**src/sv/stpg_pkg.sv**
```systemverilog
// Shared types and constants for the spiral tail pixel generator.
// Holds the spiral path tables and the pixel request record; no dependencies.
package stpg_pkg;

	localparam int FACES_DEF    = 6;
	localparam int TAIL_LEN_DEF = 14;
	localparam int PATH_LEN     = 64;
	localparam int HEAD_UNIT    = 5120;

	localparam int HEAD_W  = 19;
	localparam int PAUSE_W = 12;
	localparam int HUE_W   = 10;
	localparam int IDX_W   = 6;
	localparam int TI_W    = 5;	// tail index, tails up to 32 cells

	typedef struct packed {
		logic [2:0]       face;
		logic [IDX_W-1:0] idx;
		logic [TI_W-1:0]  tail_i;
		logic [HUE_W-1:0] seed;
		logic             last;
	} pix_req_t;

	localparam logic [2:0] PATH_COL [PATH_LEN] = '{
		3'd0, 3'd1, 3'd2, 3'd3, 3'd4, 3'd5, 3'd6, 3'd7,
		3'd7, 3'd7, 3'd7, 3'd7, 3'd7, 3'd7, 3'd7,
		3'd6, 3'd5, 3'd4, 3'd3, 3'd2, 3'd1, 3'd0,
		3'd0, 3'd0, 3'd0, 3'd0, 3'd0, 3'd0,
		3'd1, 3'd2, 3'd3, 3'd4, 3'd5, 3'd6,
		3'd6, 3'd6, 3'd6, 3'd6, 3'd6,
		3'd5, 3'd4, 3'd3, 3'd2, 3'd1,
		3'd1, 3'd1, 3'd1, 3'd1,
		3'd2, 3'd3, 3'd4, 3'd5,
		3'd5, 3'd5, 3'd5,
		3'd4, 3'd3, 3'd2,
		3'd2, 3'd2,
		3'd3, 3'd4, 3'd4, 3'd3
	};

	localparam logic [2:0] PATH_ROW [PATH_LEN] = '{
		3'd0, 3'd0, 3'd0, 3'd0, 3'd0, 3'd0, 3'd0, 3'd0,
		3'd1, 3'd2, 3'd3, 3'd4, 3'd5, 3'd6, 3'd7,
		3'd7, 3'd7, 3'd7, 3'd7, 3'd7, 3'd7, 3'd7,
		3'd6, 3'd5, 3'd4, 3'd3, 3'd2, 3'd1,
		3'd1, 3'd1, 3'd1, 3'd1, 3'd1, 3'd1,
		3'd2, 3'd3, 3'd4, 3'd5, 3'd6,
		3'd6, 3'd6, 3'd6, 3'd6, 3'd6,
		3'd5, 3'd4, 3'd3, 3'd2,
		3'd2, 3'd2, 3'd2, 3'd2,
		3'd3, 3'd4, 3'd5,
		3'd5, 3'd5, 3'd5,
		3'd4, 3'd3,
		3'd3, 3'd3, 3'd4, 3'd4
	};

endpackage

```
**src/sv/stpg_pix.sv**
```systemverilog
// Pixel datapath: path lookup, hue to RGB with fading value, output register.
// Depends on stpg_pkg. Three stages, one request per cycle, stalls as a whole.
module stpg_pix
	import stpg_pkg::*;
#(
	parameter int TAIL_LEN = TAIL_LEN_DEF
) (
	input  logic       clk,
	input  logic       arst_n,
	input  logic       req_valid,
	input  pix_req_t   req,
	output logic       req_ready,
	output logic       out_valid,
	input  logic       out_ready,
	output logic [2:0] face_out,
	output logic [2:0] col,
	output logic [2:0] row,
	output logic [7:0] red,
	output logic [7:0] green,
	output logic [7:0] blue,
	output logic       last
);

	localparam int VN_W     = $clog2(TAIL_LEN + 1);
	localparam int RECIP_SH = 19;
	localparam int RECIP_M  = ((1 << RECIP_SH) + TAIL_LEN - 1) / TAIL_LEN;
	localparam int M_W      = RECIP_SH + 1;
	localparam int Y_W      = 13;
	localparam int P_W      = 16;
	localparam int RM_W     = Y_W + M_W;

	logic [7:0] full_tab [2**VN_W];

	for (genvar g = 0; g < 2**VN_W; g++) begin : g_full
		assign full_tab[g] = 8'((255 * g) / TAIL_LEN);
	end

	logic adv;

	// stage 1
	logic [HUE_W-1:0] hue;
	logic [12:0]      t6;
	logic [10:0]      q;
	logic [VN_W-1:0]  vn;

	logic             v_s1;
	logic [2:0]       face_s1, col_s1, row_s1, seg_s1;
	logic [10:0]      q_s1;
	logic [VN_W-1:0]  vn_s1;
	logic             last_s1;

	// stage 2
	logic [P_W-1:0]   pq;
	logic [P_W+7:0]   p255;

	logic             v_s2;
	logic [2:0]       face_s2, col_s2, row_s2, seg_s2;
	logic [Y_W-1:0]   y_s2;
	logic [7:0]       full_s2;
	logic             last_s2;

	// output
	logic [RM_W-1:0]  rm;
	logic [7:0]       ramp;
	logic [7:0]       r_d, g_d, b_d;
	logic             out_valid_q;

	assign adv       = !out_valid_q || out_ready;
	assign req_ready = adv;
	assign out_valid = out_valid_q;

	assign hue = req.seed + {req.idx, 4'b0000};
	assign t6  = 13'({hue, 2'b00}) + 13'({hue, 1'b0});
	assign q   = t6[10] ? (11'd1024 - 11'(t6[9:0])) : 11'(t6[9:0]);
	assign vn  = VN_W'(TAIL_LEN) - VN_W'(req.tail_i);

	assign pq   = P_W'(vn_s1) * P_W'(q_s1);
	assign p255 = {pq, 8'd0} - (P_W+8)'(pq);

	assign rm   = RM_W'(y_s2) * RM_W'(RECIP_M);
	assign ramp = rm[RECIP_SH +: 8];

	always_comb begin
		r_d = '0;
		g_d = '0;
		b_d = '0;
		unique case (seg_s2)
			3'd0: begin
				r_d = full_s2;
				g_d = ramp;
			end
			3'd1: begin
				r_d = ramp;
				g_d = full_s2;
			end
			3'd2: begin
				g_d = full_s2;
				b_d = ramp;
			end
			3'd3: begin
				g_d = ramp;
				b_d = full_s2;
			end
			3'd4: begin
				r_d = ramp;
				b_d = full_s2;
			end
			default: begin
				r_d = full_s2;
				b_d = ramp;
			end
		endcase
	end

	always_ff @(posedge clk or negedge arst_n) begin
		if (!arst_n) begin
			v_s1        <= 1'b0;
			v_s2        <= 1'b0;
			out_valid_q <= 1'b0;
		end else if (adv) begin
			v_s1        <= req_valid;
			v_s2        <= v_s1;
			out_valid_q <= v_s2;
		end
	end

	always_ff @(posedge clk) begin
		if (adv) begin
			face_s1  <= req.face;
			col_s1   <= PATH_COL[req.idx];
			row_s1   <= PATH_ROW[req.idx];
			seg_s1   <= t6[12:10];
			q_s1     <= q;
			vn_s1    <= vn;
			last_s1  <= req.last;

			face_s2  <= face_s1;
			col_s2   <= col_s1;
			row_s2   <= row_s1;
			seg_s2   <= seg_s1;
			y_s2     <= p255[10 +: Y_W];
			full_s2  <= full_tab[vn_s1];
			last_s2  <= last_s1;

			face_out <= face_s2;
			col      <= col_s2;
			row      <= row_s2;
			red      <= r_d;
			green    <= g_d;
			blue     <= b_d;
			last     <= last_s2;
		end
	end

endmodule

```
**src/sv/spiral_tail_pixel_generator_core.sv**
```systemverilog
// Each accepted tick reads its face state from one memory, updates and writes it back
// (S_RD), launches (S_LAUNCH) and issues pixel requests (S_EMIT) to stpg_pix. A face
// out of range is dropped in S_IDLE; a paused or ending face stops after S_RD; n tail
// pixels (n <= TAIL_LEN) go one per cycle unless stpg_pix stalls, all before a new tick.
// Reset: control state clears and config registers take their defaults at once; face
// entries read as their reset values until first written.
module spiral_tail_pixel_generator_core
	import stpg_pkg::*;
#(
	parameter int FACES    = FACES_DEF,
	parameter int TAIL_LEN = TAIL_LEN_DEF
) (
	input  logic        clk,
	input  logic        arst_n,
	input  logic        in_valid,
	output logic        in_ready,
	input  logic [2:0]  face,
	input  logic [9:0]  elapsed,
	output logic        out_valid,
	input  logic        out_ready,
	output logic [2:0]  face_out,
	output logic [2:0]  col,
	output logic [2:0]  row,
	output logic [7:0]  red,
	output logic [7:0]  green,
	output logic [7:0]  blue,
	output logic        last,
	input  logic        cfg_valid,
	output logic        cfg_ready,
	input  logic [1:0]  cfg_index,
	input  logic [11:0] cfg_data
);

	localparam int FA_W   = (FACES > 1) ? $clog2(FACES) : 1;
	localparam int CELL_W = 7;
	localparam logic [HEAD_W:0]   HEAD_END = (HEAD_W+1)'((PATH_LEN + TAIL_LEN) * HEAD_UNIT);
	localparam logic [HEAD_W-1:0] HEAD_SAT = '1;
	localparam logic [CELL_W-1:0] PATH_TOP = CELL_W'(PATH_LEN - 1);
	localparam logic [CELL_W-1:0] TAIL_TOP = CELL_W'(TAIL_LEN - 1);

	typedef enum logic [1:0] {CFG_SPEED, CFG_PAUSE, CFG_HUE} cfg_idx_t;
	typedef enum logic [1:0] {S_IDLE, S_RD, S_LAUNCH, S_EMIT} state_t;

	typedef struct packed {
		logic [HEAD_W-1:0]  head;
		logic [PAUSE_W-1:0] pause;
		logic [HUE_W-1:0]   hue;
	} ent_t;

	ent_t mem [FACES];
	ent_t rd_q, cur, rst_ent, wr_ent;

	state_t            state_q;
	logic [FACES-1:0]  vld_q;
	logic [7:0]        speed_q;
	logic [PAUSE_W-1:0] pause_cfg_q;
	logic [HUE_W-1:0]  hue_step_q;
	logic [2:0]        face_q;
	logic [9:0]        el_q;
	logic [HEAD_W-1:0] prod_q, head_q;
	logic [HUE_W-1:0]  seed_q;
	logic [CELL_W-1:0] cell_q;
	logic [TI_W-1:0]   i_q, i_end_q;

	logic              in_fire, face_ok, rd_en, wr_en;
	logic [8:0]        speed_sum;
	logic [HEAD_W:0]   head_sum;
	logic [HEAD_W-1:0] head_sat;
	logic              at_end, pause_hit, go_launch;
	logic [16:0]       cell_mul;
	logic [CELL_W-1:0] head_cell, i_start, i_end;
	logic              tail_empty;
	logic              req_valid, req_ready;
	pix_req_t          req;

	assign in_ready  = (state_q == S_IDLE);
	assign in_fire   = in_valid && in_ready;
	assign face_ok   = {1'b0, face} < 4'(FACES);
	assign rd_en     = in_fire && face_ok;
	assign wr_en     = (state_q == S_RD);
	assign cfg_ready = 1'b1;
	assign speed_sum = 9'd75 + {1'b0, speed_q};

	// state store
	always_ff @(posedge clk) begin
		if (rd_en)
			rd_q <= mem[face[FA_W-1:0]];
		if (wr_en)
			mem[face_q[FA_W-1:0]] <= wr_ent;
	end

	assign rst_ent.head  = HEAD_W'(32'(face_q) * (13 * HEAD_UNIT));
	assign rst_ent.pause = '0;
	assign rst_ent.hue   = HUE_W'(32'(face_q) * 164);
	assign cur = vld_q[face_q[FA_W-1:0]] ? rd_q : rst_ent;

	assign head_sum  = {1'b0, cur.head} + {1'b0, prod_q};
	assign head_sat  = head_sum[HEAD_W] ? HEAD_SAT : head_sum[HEAD_W-1:0];
	assign at_end    = {1'b0, head_sat} >= HEAD_END;
	assign pause_hit = {2'b00, el_q} >= cur.pause;
	assign go_launch = (cur.pause == '0) && !at_end;

	always_comb begin
		wr_ent = cur;
		if (cur.pause != '0) begin
			if (pause_hit) begin
				wr_ent.pause = '0;
				wr_ent.head  = '0;
				wr_ent.hue   = cur.hue + hue_step_q;
			end else begin
				wr_ent.pause = cur.pause - PAUSE_W'(el_q);
			end
		end else begin
			wr_ent.head = head_sat;
			if (at_end)
				wr_ent.pause = (pause_cfg_q == '0) ? PAUSE_W'(1) : pause_cfg_q;
		end
	end

	// head cell = head / 5120, as (head >> 10) / 5 by reciprocal
	assign cell_mul   = 17'(head_q[HEAD_W-1:10]) * 17'd205;
	assign head_cell  = cell_mul[16:10];
	assign i_start    = (head_cell > PATH_TOP) ? (head_cell - PATH_TOP) : '0;
	assign i_end      = (head_cell < TAIL_TOP) ? head_cell : TAIL_TOP;
	assign tail_empty = i_start > i_end;

	assign req_valid   = (state_q == S_EMIT);
	assign req.face    = face_q;
	assign req.idx     = IDX_W'(cell_q - CELL_W'(i_q));
	assign req.tail_i  = i_q;
	assign req.seed    = seed_q;
	assign req.last    = (i_q == i_end_q);

	always_ff @(posedge clk or negedge arst_n) begin
		if (!arst_n) begin
			speed_q     <= 8'd128;
			pause_cfg_q <= PAUSE_W'(358);
			hue_step_q  <= HUE_W'(174);
		end else if (cfg_valid && cfg_ready) begin
			unique case (cfg_index)
				CFG_SPEED: speed_q     <= cfg_data[7:0];
				CFG_PAUSE: pause_cfg_q <= cfg_data[PAUSE_W-1:0];
				CFG_HUE:   hue_step_q  <= cfg_data[HUE_W-1:0];
				default: ;
			endcase
		end
	end

	always_ff @(posedge clk or negedge arst_n) begin
		if (!arst_n) begin
			state_q <= S_IDLE;
			vld_q   <= '0;
			face_q  <= '0;
			el_q    <= '0;
			prod_q  <= '0;
			head_q  <= '0;
			seed_q  <= '0;
			cell_q  <= '0;
			i_q     <= '0;
			i_end_q <= '0;
		end else begin
			unique case (state_q)
				S_IDLE: begin
					if (rd_en) begin
						face_q  <= face;
						el_q    <= elapsed;
						prod_q  <= HEAD_W'(19'(elapsed) * 19'(speed_sum));
						state_q <= S_RD;
					end
				end
				S_RD: begin
					vld_q[face_q[FA_W-1:0]] <= 1'b1;
					head_q  <= head_sat;
					seed_q  <= cur.hue;
					state_q <= go_launch ? S_LAUNCH : S_IDLE;
				end
				S_LAUNCH: begin
					cell_q  <= head_cell;
					i_q     <= i_start[TI_W-1:0];
					i_end_q <= i_end[TI_W-1:0];
					state_q <= tail_empty ? S_IDLE : S_EMIT;
				end
				S_EMIT: begin
					if (req_ready) begin
						if (req.last)
							state_q <= S_IDLE;
						else
							i_q <= i_q + TI_W'(1);
					end
				end
				default: state_q <= S_IDLE;
			endcase
		end
	end

	stpg_pix #(
		.TAIL_LEN (TAIL_LEN)
	) u_pix (
		.clk       (clk),
		.arst_n    (arst_n),
		.req_valid (req_valid),
		.req       (req),
		.req_ready (req_ready),
		.out_valid (out_valid),
		.out_ready (out_ready),
		.face_out  (face_out),
		.col       (col),
		.row       (row),
		.red       (red),
		.green     (green),
		.blue      (blue),
		.last      (last)
	);

endmodule
```
**config.mk**
```make
export PLATFORM = sky130hd
export DESIGN_NAME = spiral_tail_pixel_generator_core
export DESIGN_NICKNAME = d
export VERILOG_FILES = /design/src/sv/stpg_pkg.sv /design/src/sv/stpg_pix.sv /design/src/sv/spiral_tail_pixel_generator_core.sv
export SDC_FILE = /design/constraint.sdc
export NUM_CORES = 1
export LEC_CHECK = 0
export BUFFER_PORTS_ARGS = -buffer_cell sky130_fd_sc_hd__buf_2
export CAP_MARGIN = 0
export CORE_MARGIN = 2
export CORE_UTILIZATION = 58
export DETAILED_ROUTE_END_ITERATION = 8
export GPL_TIMING_DRIVEN = 0
export HOLD_SLACK_MARGIN = 0.03
export PLACE_DENSITY = 0.9
export SYNTH_ARGS = -nofsm -noshare
export SYNTH_HDL_FRONTEND = slang
export SYNTH_HIERARCHICAL = 1
export SYNTH_SLANG_ARGS = --single-unit
```
**constraint.sdc**
```tcl
create_clock -name clk -period 5.95 [get_ports clk]
set_input_delay 1.19 -clock clk [delete_from_list [all_inputs] [get_ports clk]]
set_output_delay 1.19 -clock clk [all_outputs]
set_load 0.05 [all_outputs]
```
# Word level (Yosys, flattened, before mapping)
# Memories as Yosys holds them, arrays and structs flattened. A register that Yosys moved wholly into a read port is not among the register bits.
# Cells that the tools add are included.
# op_classes
eq_ne,14
bitwise,3
addsub,12
magnitude_cmp,8
reduce_logical,26
n_mux,30
n_mul,6
# op_table
cell,n
8-bit one-hot mux with 2 select lines,3
41-bit 2-to-1 mux,1
19-bit 2-to-1 mux,2
12-bit 2-to-1 mux,3
31-bit 2-to-1 mux,1
10-bit 2-to-1 mux,3
"13-bit by 15-bit multiplier with 26-bit output, second input constant",1
12-bit logical NOT,2
23-bit by 15-bit subtractor with 23-bit output,1
10-bit adder,2
19-bit by 19-bit adder with 20-bit output,1
"19-bit >= comparator, second input constant",1
10-bit by 9-bit multiplier with 19-bit output,1
"9-bit by 8-bit multiplier with 17-bit output, second input constant",1
4-bit by 11-bit multiplier with 15-bit output,1
7-bit 2-to-1 mux,2
12-bit by 11-bit adder with 13-bit output,1
10-bit by 12-bit >= comparator with 1-bit output,1
12-bit nonzero test,1
2-bit OR reduction,6
12-bit by 10-bit subtractor with 12-bit output,1
"11-bit by 10-bit subtractor with 11-bit output, first input constant",1
2-bit 2-to-1 mux,5
5-bit 2-to-1 mux,2
other kinds (37),55
# totals
mem_bits_rw,246
reg_bits,200
in_bits,32
mem_bits_ro,512
output_inout_bits,37
n_memories,4
# mem_list
name,depth,width,read_ports,rd_clocked_by_memory_dff,wr,line,text
mem,6,41,1,1,1,spiral_tail_pixel_generator_core.sv:50,ent_t mem [FACES];
(name not given),64,3,1,1,0,stpg_pix.sv:130,col_s1 <= PATH_COL[req.idx];
(name not given),64,3,1,1,0,stpg_pix.sv:131,row_s1 <= PATH_ROW[req.idx];
(name not given),16,8,1,1,0,stpg_pix.sv:142,full_s2 <= full_tab[vn_s1];

# Longest topological paths before layout
# depth
depth_word,10
depth_mapped,28

# Hierarchy
# Netlist, hierarchy kept.
# by_module_without_submodules
module,seq_area_each_um2,instances,area_per_inst_um2,cells_each
spiral_tail_pixel_generator_core,11259.5,1,22247.6,1836
stpg_pix,2897.8,1,8560.7,851

# Worst setup path after synthesis
# Ideal clock, no wire load.
# synth_timing
path_type,reg-to-reg
from,reg head_q[17]
to,reg state_q[1]
slack_ps,-250
setup_time_ps,145
path_buffers,0
arrival_ps,6055
stages_incl_launch_ff,28
path_cell_list,dfrtp_1 -> ha_1 -> inv_1 -> fa_1 -> fa_1 -> fa_1 -> inv_1 -> ha_1 -> o21a_4 -> o21a_1 -> a311oi_1 -> o21bai_1 -> xor2_1 -> ha_1 -> and2_1 -> o21ai_0 -> or4b_4 -> o41ai_4 -> and2_2 -> ha_1 -> nor2b_1 -> o21ai_0 -> nand2b_1 -> a21oi_1 -> o21ai_0 -> a21oi_1 -> o311ai_0 -> o31ai_1
# synth_via
elab_chain_cells,6
# synth_lines
item,line,text
"start, declared",spiral_tail_pixel_generator_core.sv:60,"logic [HEAD_W-1:0] prod_q, head_q;"
"start signal, assigned",spiral_tail_pixel_generator_core.sv:173,head_q <= head_sat;
9-bit by 8-bit multiplier with 17-bit output *,spiral_tail_pixel_generator_core.sv:121,assign cell_mul = 17'(head_q[HEAD_W-1:10]) * 17'd205;
net cell_mul[11],spiral_tail_pixel_generator_core.sv:70,logic [16:0] cell_mul;
7-bit by 6-bit subtractor with 7-bit output (tied with other cells),spiral_tail_pixel_generator_core.sv:123,assign i_start = (head_cell > PATH_TOP) ? (head_cell - PATH_TOP) : '0;
7-bit 2-to-1 mux (on tied branches),"spiral_tail_pixel_generator_core.sv:123, spiral_tail_pixel_generator_core.sv:124",
7-bit > comparator *,spiral_tail_pixel_generator_core.sv:125,assign tail_empty = i_start > i_end;
2-bit 2-to-1 mux *,spiral_tail_pixel_generator_core.sv:181,state_q <= tail_empty ? S_IDLE : S_EMIT;
2-bit one-hot mux with 4 select lines *,spiral_tail_pixel_generator_core.sv:162,unique case (state_q)
"end signal, assigned",spiral_tail_pixel_generator_core.sv:175,state_q <= go_launch ? S_LAUNCH : S_IDLE;
"end signal, assigned",spiral_tail_pixel_generator_core.sv:181,
"end, declared",spiral_tail_pixel_generator_core.sv:53,state_t state_q;
# Mark *: on every way through the listed nets, which the timed path passes. The rest lies on a longest branch.
# A chain may end at the register's enable or synchronous reset.

# Worst setup path in the final report
# layout_timing
from,reg head_q[13]
to,reg state_q[1]
# The elaborated chain is that of the path after synthesis.

==> impl_metrics.tcl <==
set metrics [dict create \
    status "finished with violations" \
    violations "setup timing" \
    seqCellArea_um2 14170 \
    drt_first_pass_iters 8 \
    grt_setup_unrepaired "yes" \
    netlist_area_um2 30810 \
    diodes 0 \
    worst_path_largest_cell_delay_ps 550 \
    hold_path_depth 0 \
    fin_tns_setup_ps -474.5 \
    cts.path.max_buffers 3 \
    syn_avg_cell_area_um2 11.47 \
    synth_area_leaders "edfxtp_1 (37%), ha_1 (11%), dfrtp_1 (7.9%)" \
    path_clk_slew_ps 70 \
    synthFlopType "edfxtp_1" \
    tightestPinTransition_ps 1456 \
    maxCapViolCount 0 \
    slew_viol_final 0 \
    critical-path-slowest-cell "fa_1" \
    path_max_fanout 5 \
    final_nets 3246 \
    syn_inst 2687 \
    numCtsBuffers 48 \
    report.final.hold_viol_count 0 \
    drive_above_1_share 0.1294 \
    die_h_um 234.5 \
    core-area_um2 52550 \
    gp_congestion 0.9260 \
    ant_nets 0 \
    antenna_found_initial 1 \
    slew_headroom 0.01638 \
    cp.required_ps 6390 \
    rows 84 \
    drcViolationCount 0 \
    port_buffers 55 \
    wl_per_cell_um 21.09 \
    clock.fmax_mhz 161.3 \
    synth_cell_types 97 \
    async_flop_share 0.2209 \
    final_cell_mix "edfxtp_1 (381), inv_1 (267), nand2_1 (259), ha_1 (252), nor2_1 (153)" \
    fin_ws_ps -248.6 \
    root_buffer "clkbuf_16" \
    synth.ff_latch_count 489 \
    ys_seq_area_frac 0.4595 \
    start_kind "flip-flop" \
    grt_pass1_wl_um 117700 \
    finalCriticalPeriod_ps 6199 \
    reg2reg_depth 27 \
    io-pin-count 69 \
    finalCritPeriodShare 1.042 \
    crit_type "flip-flop to flip-flop" \
    clock_latency_ps 630 \
    gr-total-overflow 0 \
    final_common_cell "edfxtp_1" \
    hold_path_class "flip-flop to flip-flop" \
    drt_iter0_markers 2003 \
    endpoint_kind "flip-flop" \
    fin_skew_ps 47.47 \
    multi_input_area_um2 15560 \
    yosysTopAreaCell "edfxtp_1" \
    yosysWarnings 6 \
    drt_wl_total_um 75130 \
    die-area_um2 54980 \
    clock-sinks 489 \
    grt_pass1_vias 22290 \
    grt_max_degree 73 \
    start_util 0.5863 \
    fillerInstances 3564 \
    cts_tree "done" \
    arrival_ps 6640 \
    synth_top_cell_area_share 0.3714 \
    vias_per_cell 6.156 \
    dr_total_vias 21930 \
    h-tree-depth 2 \
    track_usage 0.2732 \
    setup_violations 2 \
    die_w_um 234.5 \
    dp_hpwl_um 54110 \
    synth_edf_count 381 \
    syn_to_final_growth_pct 11.50 \
]
cells by family after synthesis:
| kind of cell | synth area share |
|---|---|
| compound gates | 0.1079 |
| xor+xnor | 0.03663 |
| fa+ha+maj | 0.1824 |
| buf+inv | 0.04650 |
| flops | 0.4595 |
| mux | 0.06100 |
| other cells | 0.0001217 |
| simple gates | 0.1058 |
per-stage QoR:
stage / std cells / hold WS, ps / utilization / cell area (um^2) / worst slack, ps
after global placement: 3433 / 400.4 / 0.6081 / 31960 / -3199
after CTS: 3554 / 409.6 / 0.6488 / 34090 / -399.7
after detailed placement: 3458 / 404.5 / 0.6149 / 32310 / -857.1
after floorplan: 2690 / 400.3 / - / 30820 / 15.82
final: 3562 / 408.5 / 0.6537 / 34350 / -248.6
after global routing: 3562 / 414.2 / 0.6537 / 34350 / -488.2
registers in the layout, summed over array words and instances, names as in the netlist, 4 cells and up:
signal         flops
el_q              10
vld_q              6
u_pix/vn_s1        4
seed_q            10
u_pix/green        8
u_pix/red          8
i_q                5
prod_q            19
u_pix/y_s2        13
speed_q            8
head_q             9
pause_cfg_q       12
rd_q              41
cell_q             6
mem              246
hue_step_q        10
i_end_q            5
u_pix/blue         8
u_pix/q_s1        10
u_pix/full_s2      7
area by class of cell:
class	instances	area share
inverter	273	0.02987
multi-input combinational	1829	0.4531
sequential	489	0.4124
buffer	97	0.01180
timing repair buffer	97	0.02051
clock inverter	25	0.008487
clock buffer	64	0.03876
tap	688	0.02506
Yosys cell counts (10+ instances only):
master and number:
edfxtp_1 381, inv_1 269, ha_1 262, nand2_1 259, nor2_1 155, a21oi_1 150, fa_1 117, o21ai_0 106
dfrtp_1 97, and2_1 86, xnor2_1 83, clkbuf_1 82, mux2i_1 55, xor2_1 44, mux4_2 42, mux2_2 34
a21o_1 31, nand3_1 31, nor3_1 31, nand2b_1 27, nor2b_1 23, a31oi_1 21, a211oi_1 18, o22ai_1 18
o21a_1 17, o21bai_1 14, o211ai_1 13, dfstp_2 11, o31ai_1 11, and3_1 10, or2_2 10
path summary, 6_finish.rpt:
check | from | slack (ps) | to
min in group asynchronous | arst_n | 530 | el_q[6]$_DFFE_PN0P_
max in group asynchronous | arst_n | 4610 | head_q[15]$_DFFE_PN0P_
worst max register to register | head_q[13]$_DFFE_PN0P_ | -250 | state_q[1]$_DFFE_PN0P_
worst min-delay path | u_pix/col_s1[1]$_DFFE_PP_ | 410 | u_pix/col_s2[1]$_DFFE_PP_
worst max-delay path | head_q[13]$_DFFE_PN0P_ | -250 | state_q[1]$_DFFE_PN0P_
worst min register to register | u_pix/col_s1[1]$_DFFE_PP_ | 410 | u_pix/col_s2[1]$_DFFE_PP_
layer usage:
| layer | global-route usage | up-vias | wire, um |
|---|---|---|---|
| li1 | - | 9805 | - |
| met1 | 0.3393 | 10800 | 28010 |
| met2 | 0.4768 | 1104 | 37930 |
| met3 | 0.04360 | 219 | 6097 |
| met4 | 0.1118 | 2 | 3075 |
| met5 | 0 | - | 13 |
worst max-delay path: cells and delay by family (launching register included):
family                     cells  cell delay [ps]
AOI/OAI and AO/OA             12             1890
xor gates and xnor gates       1              180
and+or+nand+nor                5             1050
buffers and inverters          2               90
adders and majority gates      7             2370
DFF                            1              450
repair_timing:
| action | 4_1_cts | 5_1_grt |
|---|---|---|
| gates resized for setup | 22 | 40 |
| hold buffers | 0 | 0 |
| pin swaps | 18 | 21 |
| endpoints found under the setup margin | 7 | 150 |
| buffers inserted | 8 | 9 |
Power is not shown: default switching activity piles up to over one toggle a cycle in this logic, so the estimate is an artifact.
